--- src/design/othr_pkg.sv ---
package othr_pkg;

  localparam int CAPACITY = 1024;
  localparam int MAX_READ = 64;

  localparam int IDX_W = $clog2(CAPACITY);
  localparam int CNT_W = $clog2(CAPACITY + 1);
  localparam int SUM_W = CNT_W + 1;
  localparam int LIM_W = 7;
  localparam int CMP_W = (CNT_W > LIM_W) ? CNT_W : LIM_W;
  localparam int OFS_W = 64;

  localparam int QDEPTH = 4;
  localparam int QPTR_W = $clog2(QDEPTH);

  localparam logic [1:0] OP_APPEND = 2'd0;
  localparam logic [1:0] OP_READ   = 2'd1;
  localparam logic [1:0] OP_CLEAR  = 2'd2;

  typedef struct packed {
    logic             is_read;
    logic             none;
    logic [IDX_W-1:0] addr;
    logic [7:0]       data;
    logic [LIM_W-1:0] count;
  } cmd_t;

  typedef struct packed {
    logic [7:0] out_byte;
    logic       last;
    logic       none;
  } beat_t;

  function automatic logic [IDX_W-1:0] ring_wrap(logic [SUM_W-1:0] s);
    logic [SUM_W-1:0] r;
    r = (s >= SUM_W'(CAPACITY)) ? s - SUM_W'(CAPACITY) : s;
    return r[IDX_W-1:0];
  endfunction

endpackage

--- src/design/othr_front.sv ---
module othr_front (
  input  logic                         clk_i,
  input  logic                         rst_ni,
  input  logic                         in_valid_i,
  output logic                         in_stall_o,
  input  logic [1:0]                   operation_i,
  input  logic [7:0]                   data_byte_i,
  input  logic [othr_pkg::OFS_W-1:0]   from_offset_i,
  input  logic [othr_pkg::LIM_W-1:0]   read_max_i,
  input  logic                         q_full_i,
  output logic                         q_push_o,
  output othr_pkg::cmd_t               q_cmd_o
);

  logic [othr_pkg::IDX_W-1:0] oldest_q, oldest_d;
  logic [othr_pkg::CNT_W-1:0] held_q, held_d;
  logic [othr_pkg::OFS_W-1:0] total_q, total_d;
  logic [othr_pkg::OFS_W-1:0] base_q, base_d;

  logic                       accept;
  logic                       ring_full;
  logic                       sat;
  logic [othr_pkg::LIM_W-1:0] lim;
  logic                       none;
  logic [othr_pkg::CNT_W-1:0] skip;
  logic [othr_pkg::CNT_W-1:0] avail;
  logic [othr_pkg::LIM_W-1:0] n;

  assign accept     = in_valid_i && !q_full_i;
  assign in_stall_o = q_full_i;

  always_comb begin
    ring_full = (held_q == othr_pkg::CNT_W'(othr_pkg::CAPACITY));
    sat       = (total_q == '1);
    lim       = (read_max_i > othr_pkg::LIM_W'(othr_pkg::MAX_READ)) ?
                othr_pkg::LIM_W'(othr_pkg::MAX_READ) : read_max_i;
    none      = (held_q == '0) || (lim == '0) || (from_offset_i >= total_q);
    skip      = (from_offset_i > base_q) ?
                from_offset_i[othr_pkg::CNT_W-1:0] - base_q[othr_pkg::CNT_W-1:0] : '0;
    avail     = held_q - skip;
    n         = (othr_pkg::CMP_W'(avail) < othr_pkg::CMP_W'(lim)) ?
                othr_pkg::LIM_W'(avail) : lim;

    q_cmd_o = '0;
    q_push_o = 1'b0;
    case (operation_i)
      othr_pkg::OP_APPEND: begin
        q_push_o        = accept;
        q_cmd_o.is_read = 1'b0;
        q_cmd_o.addr    = othr_pkg::ring_wrap(othr_pkg::SUM_W'(oldest_q) +
                                              othr_pkg::SUM_W'(held_q));
        q_cmd_o.data    = data_byte_i;
      end
      othr_pkg::OP_READ: begin
        q_push_o        = accept;
        q_cmd_o.is_read = 1'b1;
        q_cmd_o.none    = none;
        q_cmd_o.addr    = othr_pkg::ring_wrap(othr_pkg::SUM_W'(oldest_q) +
                                              othr_pkg::SUM_W'(skip));
        q_cmd_o.count   = none ? othr_pkg::LIM_W'(1) : n;
      end
      default: begin
        q_push_o = 1'b0;
      end
    endcase
  end

  always_comb begin
    oldest_d = oldest_q;
    held_d   = held_q;
    total_d  = total_q;
    base_d   = base_q;
    if (accept) begin
      case (operation_i)
        othr_pkg::OP_APPEND: begin
          if (!sat) begin
            total_d = total_q + othr_pkg::OFS_W'(1);
          end
          if (ring_full) begin
            oldest_d = othr_pkg::ring_wrap(othr_pkg::SUM_W'(oldest_q) + othr_pkg::SUM_W'(1));
          end else begin
            held_d = held_q + othr_pkg::CNT_W'(1);
          end
          if (!sat && ring_full) begin
            base_d = base_q + othr_pkg::OFS_W'(1);
          end else if (sat && !ring_full) begin
            base_d = base_q - othr_pkg::OFS_W'(1);
          end
        end
        othr_pkg::OP_CLEAR: begin
          oldest_d = '0;
          held_d   = '0;
          total_d  = '0;
          base_d   = '0;
        end
        default: begin
          oldest_d = oldest_q;
        end
      endcase
    end
  end

  always_ff @(posedge clk_i or negedge rst_ni) begin
    if (!rst_ni) begin
      oldest_q <= '0;
      held_q   <= '0;
      total_q  <= '0;
      base_q   <= '0;
    end else begin
      oldest_q <= oldest_d;
      held_q   <= held_d;
      total_q  <= total_d;
      base_q   <= base_d;
    end
  end

  a_held_bound: assert property (@(posedge clk_i) disable iff (!rst_ni)
    held_q <= othr_pkg::CNT_W'(othr_pkg::CAPACITY))
    else $error("held count above capacity");

  a_base_track: assert property (@(posedge clk_i) disable iff (!rst_ni)
    base_q + othr_pkg::OFS_W'(held_q) == total_q)
    else $error("base offset out of step with total");

endmodule

--- config.mk ---
export PLATFORM = sky130hd
export DESIGN_NAME = othr_front
export DESIGN_NICKNAME = d
export VERILOG_FILES = /design/src/design/othr_pkg.sv /design/src/design/othr_front.sv
export SDC_FILE = /design/constraint.sdc
export NUM_CORES = 1
export LEC_CHECK = 0
export BUFFER_PORTS_ARGS = -buffer_cell sky130_fd_sc_hd__buf_2
export CAP_MARGIN = 20
export CORE_ASPECT_RATIO = 1.25
export CORE_MARGIN = 8
export CORE_UTILIZATION = 25
export CTS_BUF_LIST = sky130_fd_sc_hd__clkbuf_4 sky130_fd_sc_hd__clkbuf_8
export CTS_CLUSTER_SIZE = 24
export DETAILED_ROUTE_END_ITERATION = 6
export PLACE_DENSITY = 0.41
export SLEW_MARGIN = 20
export SYNTH_ARGS = -nofsm -noshare
export SYNTH_HDL_FRONTEND = slang
export SYNTH_SLANG_ARGS = --single-unit
--- constraint.sdc ---
create_clock -name clk_i -period 9 [get_ports clk_i]
set_input_delay 0.9 -clock clk_i [delete_from_list [all_inputs] [get_ports clk_i]]
set_output_delay 0.9 -clock clk_i [all_outputs]
set_load 0.05 [all_outputs]
* Word-level counts from Yosys, hierarchy flattened
Index checks and enable logic that the tools add are counted.
Storage, ports and cells: flip-flop bits (word level) 149, input bits 85
Operators by class: $add $sub $neg 12, order comparisons 7, eq/ne operators 8, multiplexer cells 22, reductions and logical operators 17
Operators by type and width (number):
- $pmux 64 s2 | 2
- $mux 64 | 3
- $add 64x1->64 const B | 2
- $eq 64x64->1 const B | 1
- $ge 64x64->1 | 1
- $gt 64x64->1 | 1
- $sub 64x1->64 const B | 1
- $mux 10 | 4
- $pmux 10 s2 | 2
- $sub 10x1->10 const B | 3
- $mux 7 | 4
- $add 10x11->12 | 2
- $ge 12x11->1 const B | 2
- $mux 11 | 2
- $pmux 11 s2 | 1
- $sub 11x11->11 | 2
- $reduce_and 3->1 | 4
- $add 10x1->11 const B | 1
- $add 11x1->11 const B | 1
- $eq 11x11->1 const B | 1
- $ge 11x11->1 const B | 1
- $logic_not 11->1 | 1
- $lt 11x7->1 | 1
- $mux 8 | 1
- 13 further kinds | 22

* Longest topological paths before layout
word-level depth 7, gate-level depth with buffers 30, depth with buffers taken out 29

* Least setup slack after synthesis
Ideal clock, no wire load.
path kind in2out, start point input port from_offset_i[23] (netlist bit), end point output port q_cmd_o[2] (netlist bit), arrival time 6.446 ns, setup slack 1.654 ns, stages 27, cells stage by stage ha_1 > nand4_1 > or2_2 > nor3_1 > nor2b_1 > o31ai_1 > a31oi_1 > clkbuf_1 > nor2b_1 > ha_1 > inv_1 > fa_1 > a21o_1 > a21oi_1 > o21ai_0 > nor2_1 > xnor2_1 > ha_1 > inv_1 > o22ai_1 > nor3_1 > o21ai_0 > a211oi_1 > nand4_1 > nand2_1 > a21oi_1 > nor3_1
RTL lines:
- start, declared | RTL line othr_front.sv:8 | input logic [othr_pkg::OFS_W-1:0] from_offset_i,
- end, declared | RTL line othr_front.sv:12 | output othr_pkg::cmd_t q_cmd_o

==> results.md <==
- Total gr overflow: 0
- WL met3: 1611 um
- Post-synthesis async set-or-reset flop share: 100.0%
- Metal1 wirelength: 20740 um
- EDFF count, synth: 0
- Synth cell count leaders: 221 x ha_1, 165 x nor2_1, 157 x inv_1
- Routability Congestion: 0.8494
- Compound-Gate Fraction of Synth Area: 21.16%
- RSZ-0062 raised after global routing: no
- First-pass GRT wire length: 78810 um
- Fmax: 0.1257 GHz
- CTS tree: done
- Final setup viols: 0
- I/O Buffers: 113
- Sequential fraction of the synthesis area: 24.99%
- WP data arrival: 7060 ps
- Most common cell in the synthesized netlist: ha_1
- Synth cell types: 78
- Root Buffer: clkbuf_8
- Worst EP required: 8100 ps
- Post-Synth XOR/XNOR Area: 8.864%
- Top-area cell type share of the netlist area: 24.99%
- Vias in the first global route: 14060
- Area leader, netlist: dfrtp_1
- Worst-Margin Slew: 887.1 ps
- Post-CTS Resized: 0
- Synth-to-Final Area Change: 12.37%
- Crit path max-delay family: simple AND/OR/NAND/NOR gates
- Final hold violations: 0
- Period utilisation layout: 88.42%
- Max Cap Viol: 0
- Post-synthesis mux area share: 0.3522%
- Worst-path maximum fanout: 12
- Largest family of logic cells by synthesized area: compound AO/OA/AOI/OAI gates
- CTS Buf Count: 17
- Initial antenna violation count: 3
- R2R cell count: 19
- Yosys reg bits: 149
- Routed WL: 50630 um
- Initial Util: 25.16%
- Dominant cells by area after synthesis: dfrtp_1 25%, ha_1 19%, xnor2_1 5.9%
- Adder-cell share of the synthesized area: 19.07%
- Worst skew pair latency: 530 ps
- Simple-gate share of the synthesized area: 20.14%
- Uppermost layer routed: met5
- H-Tree Depth: 4
- Core area: 0.05931 mm^2
- Crit-path max cell delay: 750 ps
- Tmin final: 7958 ps
- Power density over the cells: 332.6 mW/mm^2
- R2r endpoint: base_q[48]
- Nets@finish: 2230
- Cell repeated most along the worst path: ha_1
- Mean Syn Cell Area: 8.144 um^2
- Clock Skew: 38.46 ps
- Vias: 13510
- Drt wl/cell: 18.75 um
- Total GRT Usage: 14.99%
- IO Count: 114
- Worst hold path type: input port to async pin
- # DRC: 0
- Ys Warns: 0
- DP Area: 0.01633 mm^2
- Clock Sinks: 149
- Post-synthesis net count: 2142
- Hold buffer count at cts: 0
- CP max stage cell: nor4_1
- FP Rows: 100
- Layout cells sized above 1: 9.984%
- Peak supply drop: 99.71 uV
- Crit path buffers/inverters: 5
- LEAKAGE: 7.686 nW
- Post-Route Setup TNS: 0 ps
- DR vias/cell: 5.002
- Post-route cell area: 0.01676 mm^2
- Most used DFF post-synth: dfrtp_1
- Drt pass-1 iters: 5
- CP Capture Type: output pin
- Crit Reg-Reg Startpoint: total_q[46]
- Die Area: 0.06780 mm^2
- DP HPWL: 41020 um
- Max Slew Vio Count: 0
- Status: completed
- Utilization after layout: 28.27%
- Cells after Synth: 1832
- Routed wl met2: 26300 um
- Post-CTS Setup Bufs: 0
- Worst setup path class: input port to output pin
- Antenna-violating nets left: 0
- Reg2Reg Setup Slack: 2660 ps
- Slew HR: 40.23%
- Worst-case clock buffer depth: 2
- Post-Syn Area: 0.01492 mm^2
- Type of origin of the critical path: input port
- Die width: 234.5 um
- DRT iter0 DRCs: 596
- Largest net degree at the start of global routing: 67
- Worst-path clk slew: 90 ps
- Die Span Y: 289.1 um
cells by family after synthesis:
| logic type | count (synthesis) |
|---|---|
| muxes | 5 |
| adders and majority gates | 225 |
| xor gates and xnor gates | 151 |
| AOI/OAI and AO/OA | 493 |
| buffers and inverters | 213 |
| DFF | 149 |
| and+or+nand+nor | 596 |
cell usage in the layout, fill, tap and decap left out, types with 61 or more instances in the layout:
| cell type | n |
|---|---|
| xnor2_1 | 100 |
| a21o_1 | 92 |
| o21ai_0 | 85 |
| dfrtp_1 | 149 |
| inv_1 | 156 |
| buf_2 | 112 |
| nor2_1 | 164 |
| a21oi_1 | 134 |
| nand2_1 | 126 |
| nand4_1 | 61 |
| ha_1 | 221 |
final cells by class:
type	instances	area [um^2]
antenna	2	5.005
clock buffer	17	234.0
clock inverter	15	163.9
fill	6523	42540
inverter	159	596.8
multi-input combinational	1470	10410
sequential	149	3729
tap	765	957.2
timing repair buffer	123	666.9
power by group:
group | internal (W) | switching (W) | total [W] | leakage [nW]
Clock | 0.000252 | 0.000319 | 0.000572 | 0.204
Sequential | 0.000811 | 0.000101 | 0.000912 | 2.03
Combinational | 0.00168 | 0.00241 | 0.00409 | 5.45
Total | 0.00275 | 0.00283 | 0.00558 | 7.69
stage by stage:
step / hold slack, ps / worst slack [ps] / std cells / power, W
floorplan: 499.4 / 1654 / 1832 / 0.004010
global placement: 528.1 / 1207 / 2665 / 0.005015
detailed placement: 531.7 / 963.5 / 2665 / 0.005015
CTS: 314.8 / 913.7 / 2697 / 0.005629
global route: 352.1 / 440.0 / 2700 / 0.006128
finish: 327.4 / 1042 / 2700 / 0.005576
worst max-delay path by stage:
stage / from / endpoint / depth (start not counted)
2_1_floorplan: from_offset_i[23] / q_cmd_o[2] / 27
3_3_place_gp: from_offset_i[47] / q_cmd_o[2] / 29
3_5_place_dp: from_offset_i[47] / q_cmd_o[2] / 29
4_1_cts: base_q[45] / q_cmd_o[2] / 29
5_1_grt: base_q[45] / q_cmd_o[2] / 29
6_report: from_offset_i[47] / q_cmd_o[2] / 29
routing by layer:
metal / GRT usage, % / vias to the layer above
li1: - / 6784
met1: 16.52 / 6437
met2: 27.97 / 209
met3: 2.223 / 74
met4: 6.762 / 2
met5: 0 / -
flip-flops by register name, indices dropped and copies added, names as in the netlist:
register  cells
oldest_q     10
total_q      64
held_q       11
base_q       64
No activity file was read; power rests on OpenSTA's default activity.
