[config.mk]
export PLATFORM = sky130hd
export DESIGN_NAME = othr_queue
export DESIGN_NICKNAME = d
export VERILOG_FILES = /design/src/design/othr_pkg.sv /design/src/design/othr_queue.sv
export SDC_FILE = /design/constraint.sdc
export NUM_CORES = 1
export LEC_CHECK = 0
export CAP_MARGIN = 10
export CELL_PAD_IN_SITES_DETAIL_PLACEMENT = 1
export CELL_PAD_IN_SITES_GLOBAL_PLACEMENT = 1
export CORE_ASPECT_RATIO = 0.7
export CORE_UTILIZATION = 54
export DETAILED_ROUTE_END_ITERATION = 16
export DONT_BUFFER_PORTS = 1
export GPL_ROUTABILITY_DRIVEN = 0
export PLACE_DENSITY = 0.73
export REMOVE_ABC_BUFFERS = 1
export SYNTH_ARGS = -nofsm -noshare
export SYNTH_HDL_FRONTEND = slang
export SYNTH_SLANG_ARGS = --single-unit
[constraint.sdc]
create_clock -name clk_i -period 2.06 [get_ports clk_i]
set_input_delay 0.412 -clock clk_i [delete_from_list [all_inputs] [get_ports clk_i]]
set_output_delay 0.412 -clock clk_i [all_outputs]
set_load 0.1 [all_outputs]
[src/design/othr_pkg.sv]
package othr_pkg;

  localparam int CAPACITY = 1024;
  localparam int MAX_READ = 64;

  localparam int IDX_W = $clog2(CAPACITY);
  localparam int CNT_W = $clog2(CAPACITY + 1);
  localparam int SUM_W = CNT_W + 1;
  localparam int LIM_W = 7;
  localparam int CMP_W = (CNT_W > LIM_W) ? CNT_W : LIM_W;
  localparam int OFS_W = 64;

  localparam int QDEPTH = 4;
  localparam int QPTR_W = $clog2(QDEPTH);

  localparam logic [1:0] OP_APPEND = 2'd0;
  localparam logic [1:0] OP_READ   = 2'd1;
  localparam logic [1:0] OP_CLEAR  = 2'd2;

  typedef struct packed {
    logic             is_read;
    logic             none;
    logic [IDX_W-1:0] addr;
    logic [7:0]       data;
    logic [LIM_W-1:0] count;
  } cmd_t;

  typedef struct packed {
    logic [7:0] out_byte;
    logic       last;
    logic       none;
  } beat_t;

  function automatic logic [IDX_W-1:0] ring_wrap(logic [SUM_W-1:0] s);
    logic [SUM_W-1:0] r;
    r = (s >= SUM_W'(CAPACITY)) ? s - SUM_W'(CAPACITY) : s;
    return r[IDX_W-1:0];
  endfunction

endpackage

[src/design/othr_queue.sv]
module othr_queue (
  input  logic           clk_i,
  input  logic           rst_ni,
  input  logic           push_i,
  input  othr_pkg::cmd_t cmd_i,
  output logic           full_o,
  input  logic           pop_i,
  output logic           valid_o,
  output othr_pkg::cmd_t cmd_o
);

  othr_pkg::cmd_t              slot_q [othr_pkg::QDEPTH];
  logic [othr_pkg::QPTR_W-1:0] wr_ptr_q, rd_ptr_q;
  logic [othr_pkg::QPTR_W:0]   count_q;

  assign full_o  = (count_q == (othr_pkg::QPTR_W + 1)'(othr_pkg::QDEPTH));
  assign valid_o = (count_q != '0);
  assign cmd_o   = slot_q[rd_ptr_q];

  always_ff @(posedge clk_i) begin
    if (push_i) begin
      slot_q[wr_ptr_q] <= cmd_i;
    end
  end

  always_ff @(posedge clk_i or negedge rst_ni) begin
    if (!rst_ni) begin
      wr_ptr_q <= '0;
      rd_ptr_q <= '0;
      count_q  <= '0;
    end else begin
      if (push_i) begin
        wr_ptr_q <= wr_ptr_q + othr_pkg::QPTR_W'(1);
      end
      if (pop_i) begin
        rd_ptr_q <= rd_ptr_q + othr_pkg::QPTR_W'(1);
      end
      if (push_i && !pop_i) begin
        count_q <= count_q + (othr_pkg::QPTR_W + 1)'(1);
      end else if (pop_i && !push_i) begin
        count_q <= count_q - (othr_pkg::QPTR_W + 1)'(1);
      end
    end
  end

  a_no_overflow: assert property (@(posedge clk_i) disable iff (!rst_ni)
    full_o |-> !push_i || pop_i)
    else $error("queue overflow");

  a_no_underflow: assert property (@(posedge clk_i) disable iff (!rst_ni)
    pop_i |-> valid_o)
    else $error("queue underflow");

endmodule

# Yosys cells after proc, flatten, opt, wreduce, memory -nomap -nowiden
# Memory sizes are Yosys's and may differ from the RTL's.
# Index checks and enable logic that the tools add are counted.
dict set report word_totals {
  ram_bits 108
  inputBits 31
  latch_bits 0
  romBits 0
  regBits 7
  wordCells 19
  memories 1
}
dict set report classes {
  n_mux 4
  n_div 0
  multipliers 0
  n_bitwise 0
  n_reduce_logical 6
  n_addsub 4
  n_eq_ne 1
  shift 0
  order_cmp 0
}
# name words width rd rd_clocked_by_memory_dff wr line
set memory_table {}
lappend memory_table {slot_q 4 27 1 0 1 othr_queue.sv:12} ;# othr_pkg::cmd_t slot_q [othr_pkg::QDEPTH];
# operator n
set op_table {}
lappend op_table {{$mux W3} 2}
lappend op_table {{$add A2 B1 Y2 const B} 2}
lappend op_table {{$add A3 B1 Y3 const B} 1}
lappend op_table {{$eq A3 B3 Y1 const B} 1}
lappend op_table {{$reduce_bool A3 Y1} 1}
lappend op_table {{$sub A3 B1 Y3 const B} 1}
lappend op_table {{$logic_and A1 B1 Y1} 2}
lappend op_table {{$logic_not A1 Y1} 2}
lappend op_table {{$mux W1} 2}
lappend op_table {{$reduce_bool A2 Y1} 1}

# Longest topological paths before layout
# Gate-level depths: netlist of run 1.
dict set report depth {
  ltp_word 4
  mapped_depth 7
}

# Worst setup path before layout of run 1
# Ideal clock, no wire load.
dict set report synth_timing {
  path_kind {register to output}
  startpoint {register count_q[0] in the netlist's numbering}
  endpoint {output port full_o}
  stages_incl_launch_ff 2
  path_slack_ns -0.999
  arrival_time_ns 2.647
  cell_sequence {dfrtp_1 -> nor3b_1}
}
dict set report synth_between {
  elab_chain_len 1
}
# item line
set synth_rtl {}
lappend synth_rtl {{start, declared} othr_queue.sv:14} ;# logic [othr_pkg::QPTR_W:0] count_q;
lappend synth_rtl {{start signal, assigned} othr_queue.sv:39} ;# count_q <= count_q + (othr_pkg::QPTR_W + 1)'(1);
lappend synth_rtl {{start signal, assigned} othr_queue.sv:41} ;# count_q <= count_q - (othr_pkg::QPTR_W + 1)'(1);
lappend synth_rtl {{$eq A3 B3 Y1} othr_queue.sv:16} ;# assign full_o = (count_q == (othr_pkg::QPTR_W + 1)'(othr_pkg::QDEPTH));
lappend synth_rtl {{end, declared} othr_queue.sv:6} ;# output logic full_o,
# No other way between the ends.

==> results by stage, run 1 <==
Timing:
- The post-route clock skew is approximately 4.3 ps.
- The maximum operating frequency is 455.6 MHz.
- The count of endpoints failing hold in the final timing report is 0.
- The worst pin sits at a relative slew slack of 0.7188.
- For the pin with the worst max-slew slack, the measured transition is approximately 420 ps.
- The count of pins over their slew limit was 0.
- The number of setup violations in the final report is 27.
- Setup repair after global routing could not meet its margin everywhere.
- The worst-case setup margin in the final layout is -135.0 ps.
- Counting I/O delays and the setup requirement, the final critical path takes about 2200 ps.
- The share of the cycle needed by the critical path after routing is 1.066.
- The summed negative setup slack over all endpoints is -2761 ps.

Die:
- For this design the top-level I/O count stands at 60.
- In this run the core area contains 26 standard-cell rows.
- For this configuration, the core starts out at a cell density of 0.5723.
- The full die area is 0.008330 mm².
- The height of the die is 76.67 µm.
- The width of the die is about 110 µm.
- The region available for standard cell placement spans 0.007515 mm².

Clock network:
- The clock network latency to the later pin of the worst-skew pair is 400 ps.
- The number of buffers on the longest clock path is 2.
- The clock transition at the registers of the reported paths is 50 ps.
- The root buffer cell is sky130_fd_sc_hd__clkbuf_16.
- The H-tree was split into 4 levels.
- TritonCTS built the clock tree.
- The clock drives 115 sinks.
- Buffers inserted during clock tree synthesis total 17.

GRT:
- The initial antenna violation count came to 0.
- The global-route wire length before repair is 13630 µm.
- Summed over all layers, the global routing overflow is 0.
- The pin count of the biggest net entering global routing is 28.
- The via count of the first global-routing pass is 2250.
- In the global route stage, overall resource usage came out at 0.2484.

Logic synthesis:
- The average instance in the mapped netlist occupies 24.57 µm².
- For this run, the register share of the synthesized area comes to 0.7949.
- The number of standard cells after synthesis is 175.
- In this run, distinct cell masters in the synthesized netlist total 20.
- In this run, synthesis produced a sequential element count of approximately 120.
- Summing every instance area after synthesis gives 0.004300 mm².
- The Yosys step of the flow raised 0 warnings.

Worst setup path:
- The capture instance of the worst register-to-register path is slot_q[1][8].
- The worst reg-to-reg setup slack is 440 ps.
- The worst reg2reg path startpoint is wr_ptr_q[1].
- Tracing the worst setup path back leads to its startpoint at rd_ptr_q[0].
- Data on the critical path is required at its endpoint by 1650 ps.
- The maximum fanout encountered on the critical timing path is 16.
- STA classifies the critical path startpoint as a flop.
- In this run the worst setup path terminates at cmd_o[17].
- The worst register-to-register path has a depth of 4.
- The category of the critical setup timing path is reg2out.
- The worst setup path is captured at a primary output.
- The arrival time of the worst setup path is 1780 ps.

Drt:
- Before antenna repair, the detailed router went through 4 iterations.
- After detailed routing, the number of vias per cell comes to between 5 and 6.
- The number of routed nets with antenna violations is 0.
- For this block, the initial DRC count from the detailed router was 73.
- The final routed wirelength across all metal layers is 9088 µm.
- The routed layout has between 1500 and 2000 vias.
- The residual DRC count is 0.
- The routed wire length per instance is ~27 µm.

Placement:
- The HPWL reported at the end of detailed placement is 4874 µm.
- In this run the tool buffered the top-level ports with 0 buffer cells.

Finish:
- The area growth from synthesis to layout is 31.28%.
- The net count of the finished layout is approximately 260.
- The total of fill cells in the finished design is 503.
- 0 antenna diodes ended up in the layout.
- The fraction of final layout cells sized beyond drive strength 1 is 0.3975.

Outcome:
- The flow ran to the end, but the final reports show violations.
- The final reports fail on setup timing.

Flow run:
- The tool flagged a number of max-cap violations equal to 0.

Worst hold path:
- In this run the most critical hold path is launched from push_i.
- In this run the worst hold path is classified as in2reg.
==> cells in the mapped netlist (all sizes together) <==
master / instances / share of area
dfrtp: 7 / 0.041
or3: 1 / 0.0015
ha: 5 / 0.015
mux4: 27 / 0.14
o21ai: 1 / 0.0012
buf: 6 / 0.013
nor2: 1 / 0.00087
nor3b: 1 / 0.0017
and2: 4 / 0.0058
edfxtp: 108 / 0.75
xnor2: 2 / 0.0041
nand2: 2 / 0.0017
mux2: 1 / 0.0026
inv: 4 / 0.0035
xor2: 4 / 0.0081
fa: 1 / 0.0047
==> timing repair <==
action,4_1_cts,5_1_grt
setup buffers,1,0
setup endpoints to repair,27,27
gates resized for setup,1,0
endpoints found under the hold margin,7,0
cloned,0,0
hold buffers,1,0
==> cell families after synthesis <==
kind of cell | share of synthesized area
buf+inv | 0.01600
mux | 0.1449
xor+xnor | 0.01222
compound gates | 0.001163
fa+ha+maj | 0.01920
flops | 0.7949
simple gates | 0.01164
==> registers in the layout, indices dropped and copies added, names as in the netlist <==
signal    flops
slot_q      108
count_q       3
rd_ptr_q      2
wr_ptr_q      2
==> metal layers <==
metal	wire, µm	vias up	global-route usage
met3	629	13	0.1020
li1	-	828	-
met5	0	-	0
met2	4640	76	0.3867
met1	3641	1061	0.3032
met4	176	0	0.1162
==> area by class of cell <==
cell class	instances	area, µm²	share of cell area
multi-input combinational	50	814.5	0.1443
timing repair buffer	39	700.7	0.1241
inverter	4	15.01	0.002660
clock buffer	19	432.9	0.07668
sequential	115	3420	0.6057
clock inverter	12	140.1	0.02482
tap	98	122.6	0.02172
==> how the worst min path moves through the flow <==
stage / to / slack, ps / depth (start not counted)
3_3_place_gp: count_q[0] / 120 / 0
2_1_floorplan: count_q[0] / 120 / 0
3_5_place_dp: wr_ptr_q[1] / 120 / 0
5_1_grt: slot_q[1][5] / 80 / 0
6_report: wr_ptr_q[0] / 90 / 1
4_1_cts: wr_ptr_q[0] / 80 / 1
==> critical path, stage by stage, from the launching register on <==
cell	delay [ps]
sky130_fd_sc_hd__dfrtp_2	410
sky130_fd_sc_hd__buf_12	200
sky130_fd_sc_hd__mux4_2	570
sky130_fd_sc_hd__buf_12	190
==> stage by stage <==
| step | cells | worst slack, ps | cell area [µm²] | util | hold slack (ps) |
|---|---|---|---|---|---|
| 5_1_grt | 337 | -190.7 | 5645 | 0.7512 | 79.74 |
| 2_1_floorplan | 169 | -999.2 | 4247 | - | 116.4 |
| 3_5_place_dp | 304 | 225.8 | 5059 | 0.6732 | 116.6 |
| 4_1_cts | 337 | -162.8 | 5645 | 0.7512 | 79.86 |
| 6_report | 337 | -135.0 | 5645 | 0.7512 | 94.54 |
| 3_3_place_gp | 304 | 242.7 | 5059 | 0.6732 | 116.6 |
==> layout by cell type, fill, tap and decap left out, drive strengths merged <==
master / instances
edfxtp: 108
buf: 37
mux4: 27
clkbuf: 20
dfrtp: 7
clkinv: 6
ha: 5
inv: 4
and2: 4
xor2: 4
bufinv: 3
clkinvlp: 3
xnor2: 2
nand2: 2
or3: 1
nor3b: 1
mux2: 1
o21ai: 1
nor2: 1
fa: 1
dlygate4sd3: 1
Power of run 1 is not shown: default switching activity piles up to over one toggle a cycle in this logic, so the estimate is an artifact.
==> run 2: changes to the inputs <==
--- a/config.mk
+++ b/config.mk
@@ -5,15 +5,17 @@
 export SDC_FILE = /design/constraint.sdc
 export NUM_CORES = 1
 export LEC_CHECK = 0
+export ABC_AREA = 1
 export CAP_MARGIN = 10
 export CELL_PAD_IN_SITES_DETAIL_PLACEMENT = 1
 export CELL_PAD_IN_SITES_GLOBAL_PLACEMENT = 1
-export CORE_ASPECT_RATIO = 0.7
-export CORE_UTILIZATION = 54
+export CORE_ASPECT_RATIO = 2
+export CORE_UTILIZATION = 51
+export CTS_CLUSTER_SIZE = 40
 export DETAILED_ROUTE_END_ITERATION = 16
 export DONT_BUFFER_PORTS = 1
 export GPL_ROUTABILITY_DRIVEN = 0
-export PLACE_DENSITY = 0.73
+export PLACE_DENSITY = 0.74
 export REMOVE_ABC_BUFFERS = 1
 export SYNTH_ARGS = -nofsm -noshare
 export SYNTH_HDL_FRONTEND = slang
==> results by stage, run 2 <==
Timing:
- The worst-case setup margin in the final layout was -116.7 ps (+18.37 ps).
- Setup repair after global routing could not meet its margin everywhere.
- The post-route clock skew came to 6.064 ps (+1.805 ps).
- The count of endpoints failing hold in the final timing report was 0 (unchanged).
- The maximum operating frequency came to 459.4 MHz (+0.84%).
- The share of the cycle needed by the critical path after routing is 1.057 (-0.008917).
- The final-layout worst hold slack was 92.96 ps (-1.574 ps).
- The slew at the pin closest to its max-slew limit came to 449.3 ps (+27.55 ps).
- The count of pins over their slew limit is 0 (unchanged).
- The worst relative slew slack is 0.7001 (-0.01870).
- The number of setup violations in the final report is 22 (-19%).
- The time the worst path needs with I/O delays and setup was 2177 ps (-18.37 ps).

Finish:
- The library cell used most frequently in the layout, excluding fill and tap cells, is sky130_fd_sc_hd__edfxtp_1.
- The area growth from synthesis to layout is 29.39%.
- The fraction of final layout cells sized beyond drive strength 1 is 0.1781 (-0.2193).
- The number of cells in the finished layout apart from fillers is 523 (+55%).
- The number of flip-flops in the largest register is 108 (unchanged).
- The end-of-flow core utilization is 0.6803 (-0.07098).
- The net count of the finished layout is 447 (+69%).
- The largest registers in the layout are slot_q (108), count_q (3).
- The library cells used most frequently in the layout, excluding fill and tap cells, are 108 x sky130_fd_sc_hd__edfxtp_1, 90 x sky130_fd_sc_hd__nand2_1, 65 x sky130_fd_sc_hd__inv_1.
- The count of antenna diodes in the layout was 0 (unchanged).
- The total of fill cells in the finished design is 791 (+57%).
- The top register by number of flip-flops is slot_q.

Logic synthesis:
- For this run, the leading register cell type out of synthesis is sky130_fd_sc_hd__edfxtp_1.
- The simple-gate portion of the synthesized area is 0.07948 (+0.06784).
- The proportion of synthesized chip area in sequential cells is 0.7214 (-0.07346).
- The number of standard cells after synthesis was 363 (+110%).
- The share of the synthesized area in the top cell type came to 0.6844 (-0.06970).
- The post-synthesis instance area is 0.004738 mm² (+10%).
- The register bit total from synthesis is 115 (unchanged).
- In the synthesized netlist, the cells that appear most often are 108 x sky130_fd_sc_hd__edfxtp_1, 95 x sky130_fd_sc_hd__nand2_1, 65 x sky130_fd_sc_hd__inv_1, 54 x sky130_fd_sc_hd__o211ai_1, 11 x sky130_fd_sc_hd__buf_6.
- The average cell area after synthesis is 13.05 µm² (-47%).
- After synthesis, the largest family of logic cells by area is buffers and inverters.
- The share of flip-flops with an asynchronous set or reset after synthesis is 0.06087 (unchanged).
- The post-synthesis share of cell area spent on full adders, half adders and majority gates is 0.01743 (-0.001775).
- The most common cell in the synthesized netlist is sky130_fd_sc_hd__edfxtp_1.
- In the post-synthesis netlist, the biggest area contributors are sky130_fd_sc_hd__edfxtp_1 68%, sky130_fd_sc_hd__o211ai_1 8.6%, sky130_fd_sc_hd__nand2_1 7.5%.
- The area fraction in compound gates after synthesis is 0.08661 (+0.08545).
- The mux share of post-synthesis cell area is 0 (-0.1449).
- The cell taking the most area after synthesis is sky130_fd_sc_hd__edfxtp_1.
- The number of enable-type register cells in the synthesized netlist is 108 (unchanged).
- The fraction of synthesized cell area in xor and xnor cells came to 0.007394 (-0.004826).
- The count of distinct cell types in the synthesized netlist is 19 (-5.0%).
- The count of yosys warnings during synthesis was 0 (unchanged).

Die:
- The width of the die came to 70.16 µm (-35%).
- The area of the placeable core is 0.009012 mm² (+20%).
- The height of the die is 138.3 µm (+80%).
- The full die area is 0.009703 mm² (+16%).
- The count of boundary I/O pins is 60 (unchanged).
- The starting density of the core is 0.5258 (-0.04651).
- The number of placement rows was 49 (+88%).

Worst setup path:
- The maximum fanout encountered on the critical timing path is 18 (+2).
- The arrival time of the worst setup path came to 1760 ps (-20 ps).
- The worst reg2reg path startpoint is wr_ptr_q[0].
- The data required time of the critical path is 1650 ps (about the same).
- The source of the critical timing path is rd_ptr_q[0].
- The worst setup path is of the reg2out kind.
- The worst setup path is captured at a primary output.
- The startpoint type of the worst setup path is a flop.

Clock network:
- The number of buffers created by CTS is 17 (unchanged).
- The clock transition at the registers of the reported paths is 50 ps (about the same).
- The number of buffers on the longest clock path is 2 (unchanged).
- TritonCTS built the clock tree.
- The total number of clock tree sinks came to 115 (unchanged).
- The level count of the clock H-tree was 4 (unchanged).
- The clock network latency to the later pin of the worst-skew pair is 410 ps (about the same).
- The cell sitting at the root of the clock tree is a sky130_fd_sc_hd__clkbuf_16.

Worst hold path:
- The launch instance of the worst min-delay path is push_i.
- The class of the tightest hold or removal check is in2reg.

GRT:
- The pin count of the biggest net entering global routing is 40 (+43%).
- The via count of the first global-routing pass is 3345 (+49%).
- The global-route wire length before repair came to 17660 µm (+30%).
- The initial antenna violation count was 0 (unchanged).
- The total global routing track utilization is 0.2547 (+0.006264).
- The remaining global-route overflow is 0 (unchanged).

Placement:
- The setup slack at placement is 359.3 ps (+133.5 ps).
- The count of input and output buffers is 0 (unchanged).
- The HPWL reported at the end of detailed placement was 6444 µm (+32%).
- The cell count after placement came to 486 (+60%).

Drt:
- The number of routed nets with antenna violations is 0 (unchanged).
- The routed via count divided by cell count is 5.614 (-4.4%).
- The number of iterations in the first detailed-routing pass is 4 (unchanged).
- The total vias in the final route is 2936 (+48%).
- The final routed wirelength across all metal layers is 11470 µm (+26%).
- The number of DRC violations after detailed-routing iteration 0 is 128 (+75%).
- The residual DRC count is 0 (unchanged).
- The routed wire length per instance is 21.92 µm (-19%).

Flow run:
- The max capacitance violation total is 0 (unchanged).

Outcome:
- The flow ran to the end, but the final reports show violations.
- The final reports fail on setup timing.
## run 2: what timing repair did
action	in CTS	in global routing
pin swaps	12	34
cloned	3	1
endpoints found under the setup margin	27	27
hold buffers	1	0
hold endpoints to repair	7	0
gates resized for setup	9	4
buffers inserted	2	0
## run 2: layout make-up
class / count / area, µm² / share of cell area
Sequential cell: 115 / 3422 / 0.5582
Multi-Input combinational cell: 164 / 922.1 / 0.1504
Timing Repair Buffer: 46 / 850.8 / 0.1388
Clock buffer: 22 / 444.2 / 0.07245
Inverter: 66 / 252.7 / 0.04122
Tap cell: 102 / 127.6 / 0.02082
Clock inverter: 8 / 111.4 / 0.01816
## run 2: stage by stage
stage | setup TNS [ps] | area [µm²]
after floorplan | -34890 | 4573
after global placement | 0 | 5395
after detailed placement | 0 | 5395
after CTS | -1771 | 6096
after global routing | -2719 | 6131
final | -1375 | 6131
## run 2: cell families (layout without fill, tap and decap cells)
| kind of cell | Yosys count | after routing |
|---|---|---|
| compound gates | 55 | 55 |
| xor+xnor | 4 | 4 |
| fa+ha+maj | 6 | 6 |
| buf+inv | 84 | 142 |
| flops | 115 | 115 |
| simple gates | 99 | 99 |
## run 2: critical path, cell delays in order, from the launching register on
cell,delay [ps]
sky130_fd_sc_hd__dfrtp_4,530
sky130_fd_sc_hd__buf_12,170
sky130_fd_sc_hd__buf_16,150
sky130_fd_sc_hd__nand2_1,90
sky130_fd_sc_hd__o211ai_1,90
sky130_fd_sc_hd__nand2_1,140
sky130_fd_sc_hd__buf_12,180
## run 2: routing by layer
layer  part of all wire  routed length [µm]  GRT usage  vias to the layer above
met3              0.049                 557    0.08601                       40
met2               0.58                6643     0.4666                       96
met1               0.33                3806     0.2417                     1457
met5                  0                   0          0                        -
li1                   -                   -          -                     1343
met4              0.040                 457     0.1347                        0
## run 2: worst paths after layout
check	end	slack, ps	cells after the start
max in group asynchronous	rd_ptr_q[0]	1360	1
worst min register to register	count_q[2]	540	2
worst min-delay path	wr_ptr_q[0]	90	1
min in group asynchronous	count_q[1]	370	1
worst max-delay path	cmd_o[10]	-120	6
worst max register to register	slot_q[0][8]	350	5
Power of run 2 is left out for the same reason.
==> run 3: changes to the inputs <==
--- a/config.mk
+++ b/config.mk
@@ -7,10 +7,10 @@
 export LEC_CHECK = 0
 export ABC_AREA = 1
 export CAP_MARGIN = 10
-export CELL_PAD_IN_SITES_DETAIL_PLACEMENT = 1
-export CELL_PAD_IN_SITES_GLOBAL_PLACEMENT = 1
+export CELL_PAD_IN_SITES_DETAIL_PLACEMENT = 2
+export CELL_PAD_IN_SITES_GLOBAL_PLACEMENT = 2
 export CORE_ASPECT_RATIO = 2
-export CORE_UTILIZATION = 51
+export CORE_UTILIZATION = 43
 export CTS_CLUSTER_SIZE = 40
 export DETAILED_ROUTE_END_ITERATION = 16
 export DONT_BUFFER_PORTS = 1
==> results by stage, run 3 (same netlist as run 2, synthesis figures left out) <==
Outcome:
- The flow ran to the end, but the final reports show violations.
- The checks that failed: setup timing.

Clock network:
- The total number of clock tree sinks is 115 (unchanged).
- The count of buffers added by post-CTS timing repair for setup is 0 (-2).
- The root buffer cell is sky130_fd_sc_hd__clkbuf_16.
- TritonCTS built the clock tree.
- The clock network latency to the later pin of the worst-skew pair is 410 ps (about the same).
- The level count of the clock H-tree is 4 (unchanged).
- The number of buffers created by CTS came to 17 (unchanged).
- The clock transition at the registers of the reported paths came to 60 ps (about the same).
- The number of buffers on the longest clock path was 2 (unchanged).

GRT:
- The global-route wire length before repair came to 19670 µm (+11%).
- The via count of the first global-routing pass is 3488 (+4.3%).
- The total global routing track utilization is 0.2415 (-0.01311).
- The remaining global-route overflow is 0 (unchanged).
- The pin count of the biggest net entering global routing is 77 (+93%).
- The initial antenna violation count is 0 (unchanged).

Finish:
- The number of cells in the finished layout apart from fillers is 557 (+6.5%).
- The count of antenna diodes in the layout was 0 (unchanged).
- In the layout the commonest cells are 108 x sky130_fd_sc_hd__edfxtp_1, 93 x sky130_fd_sc_hd__nand2_1, 65 x sky130_fd_sc_hd__inv_1.
- The net count of the finished layout came to 444 (-0.67%).
- The number of flip-flops in the largest register is 108 (unchanged).
- The fraction of final layout cells sized beyond drive strength 1 is 0.1738 (-0.004338).
- The largest registers in the layout are slot_q (108), count_q (3).
- The end-of-flow core utilization is 0.5755 (-0.1048).
- The area growth from synthesis to layout is 28.86%.
- The most common cell after layout, fill and taps aside is sky130_fd_sc_hd__edfxtp_1.
- The top register by number of flip-flops is slot_q.

Placement:
- The cell count after placement is 523 (+7.6%).
- The HPWL reported at the end of detailed placement is 7587 µm (+18%).
- The setup slack at placement is 324.9 ps (-34.41 ps).
- The count of input and output buffers was 0 (unchanged).

Worst setup path:
- On the critical path the largest part of the delay comes from flip-flops.
- STA classifies the critical path endpoint as a primary output.
- The category of the critical setup timing path is reg2out.
- The arrival time of the worst setup path is 1710 ps (-50 ps).
- The maximum fanout encountered on the critical timing path came to 38 (+20).
- The worst reg2reg path startpoint is wr_ptr_q[0].
- The data required time of the critical path is 1650 ps (about the same).
- Walking the worst path, the cells encountered are buf_16, o211ai_1, nand2_2, buf_12.
- The worst setup path is launched from a flop.
- The sum of buffers and inverters on the critical path was 2 (-1).
- For this design, the slowest cell found on the critical path is sky130_fd_sc_hd__dfrtp_4.
- The depth of the most critical reg-to-reg path was 5 (unchanged).
- The worst reg-to-reg setup slack came to 480 ps (+130 ps).
- The biggest cell delay along the critical path is 530 ps (about the same).
- The capture instance of the worst register-to-register path is slot_q[2][19].

Drt:
- The number of routed nets with antenna violations is 0 (unchanged).
- The total vias in the final route is 2912 (-0.82%).
- The number of DRC violations after detailed-routing iteration 0 came to 113 (-12%).
- The routed wire length per instance was 22.62 µm (+3.2%).
- The routed via count divided by cell count is 5.228 (-6.9%).
- The number of iterations in the first detailed-routing pass was 4 (unchanged).
- The residual DRC count is 0 (unchanged).
- The final routed wirelength across all metal layers is 12600 µm (+9.9%).

Timing:
- The worst-case setup margin in the final layout is -57.65 ps (+59.02 ps).
- The post-route clock skew is 8.528 ps (+2.464 ps).
- The final-layout worst hold slack came to 93.37 ps (+0.4081 ps).
- The maximum operating frequency is 472.2 MHz (+2.8%).
- The count of endpoints failing hold in the final timing report was 0 (unchanged).
- The share of the cycle needed by the critical path after routing was 1.028 (-0.02865).
- Setup repair after global routing could not meet its margin everywhere.
- The number of setup violations in the final report is 25 (+14%).
- The slew at the pin closest to its max-slew limit is 460.0 ps (+10.70 ps).
- The time the worst path needs with I/O delays and setup was 2118 ps (-59.02 ps).
- The worst relative slew slack was 0.6923 (-0.007819).
- The count of pins over their slew limit is 0 (unchanged).

Worst hold path:
- For hold timing, the worst endpoint is slot_q[2][2].
- The instance count along the most critical hold path came to 0 (-1).
- The worst hold path belongs to the class in2reg.
- The worst hold path begins at cmd_i[2].

Die:
- The count of boundary I/O pins is 60 (unchanged).
- The starting density of the core is 0.4466 (-0.07917).
- The area of the placeable core was 0.01061 mm² (+18%).
- The full die area is 0.01147 mm² (+18%).
- The height of the die came to 150.5 µm (+8.8%).
- The width of the die is 76.23 µm (+8.7%).
- The number of placement rows is 53 (+8.2%).

Flow run:
- The max capacitance violation total was 0 (unchanged).
[run 3: changes by cell type in the layout (fill, tap and decap cells not counted), moves of 2 or more]
cell,change
sky130_fd_sc_hd__nand2_2,-3
sky130_fd_sc_hd__clkbuf_1,-3
sky130_fd_sc_hd__clkinv_1,+2
sky130_fd_sc_hd__nand2_1,+3
sky130_fd_sc_hd__buf_16,-3
sky130_fd_sc_hd__buf_4,+2
sky130_fd_sc_hd__buf_12,-2
[run 3: worst max-delay path by stage]
stage	startpoint	to	slack [ps]	cells past startpoint
after global routing	rd_ptr_q[0]	cmd_o[21]	-110	4
after floorplan	rd_ptr_q[0]	cmd_o[0]	-1240	2
final	rd_ptr_q[0]	cmd_o[17]	-60	4
after global placement	rd_ptr_q[1]	cmd_o[22]	380	4
after detailed placement	rd_ptr_q[0]	cmd_o[23]	320	5
after CTS	rd_ptr_q[0]	cmd_o[2]	-100	4
[run 3: metal layers]
metal	wire, µm	GRT usage
met1	4344	0.2323
met2	7550	0.4734
met3	504	0.06364
met4	197	0.1019
met5	0	0
[run 3: per-stage QoR]
step / setup TNS (ps) / area [µm²]
finish: -679.8 / 6106
global route: -2532 / 6106
CTS: -1556 / 6061
detailed placement: 0 / 5441
global placement: 0 / 5441
floorplan: -34890 / 4573
[run 3: final cells by class]
type                       instances  area [µm²]
fill                             946        4504
sequential                       115        3423
multi-input combinational        164       914.6
timing repair buffer              43       743.2
clock buffer                      19       432.9
inverter                          66       255.2
tap                              137       171.4
clock inverter                    13       165.2
[run 3: repair_timing]
action / in CTS / in global routing
pin swaps: 5 / 17
resized for setup: 4 / 5
endpoints found under the setup margin: 27 / 27
hold endpoints to repair: 7 / 0
gates cloned: 0 / 1
hold buffers: 1 / 0
Power of run 3 is left out for the same reason.
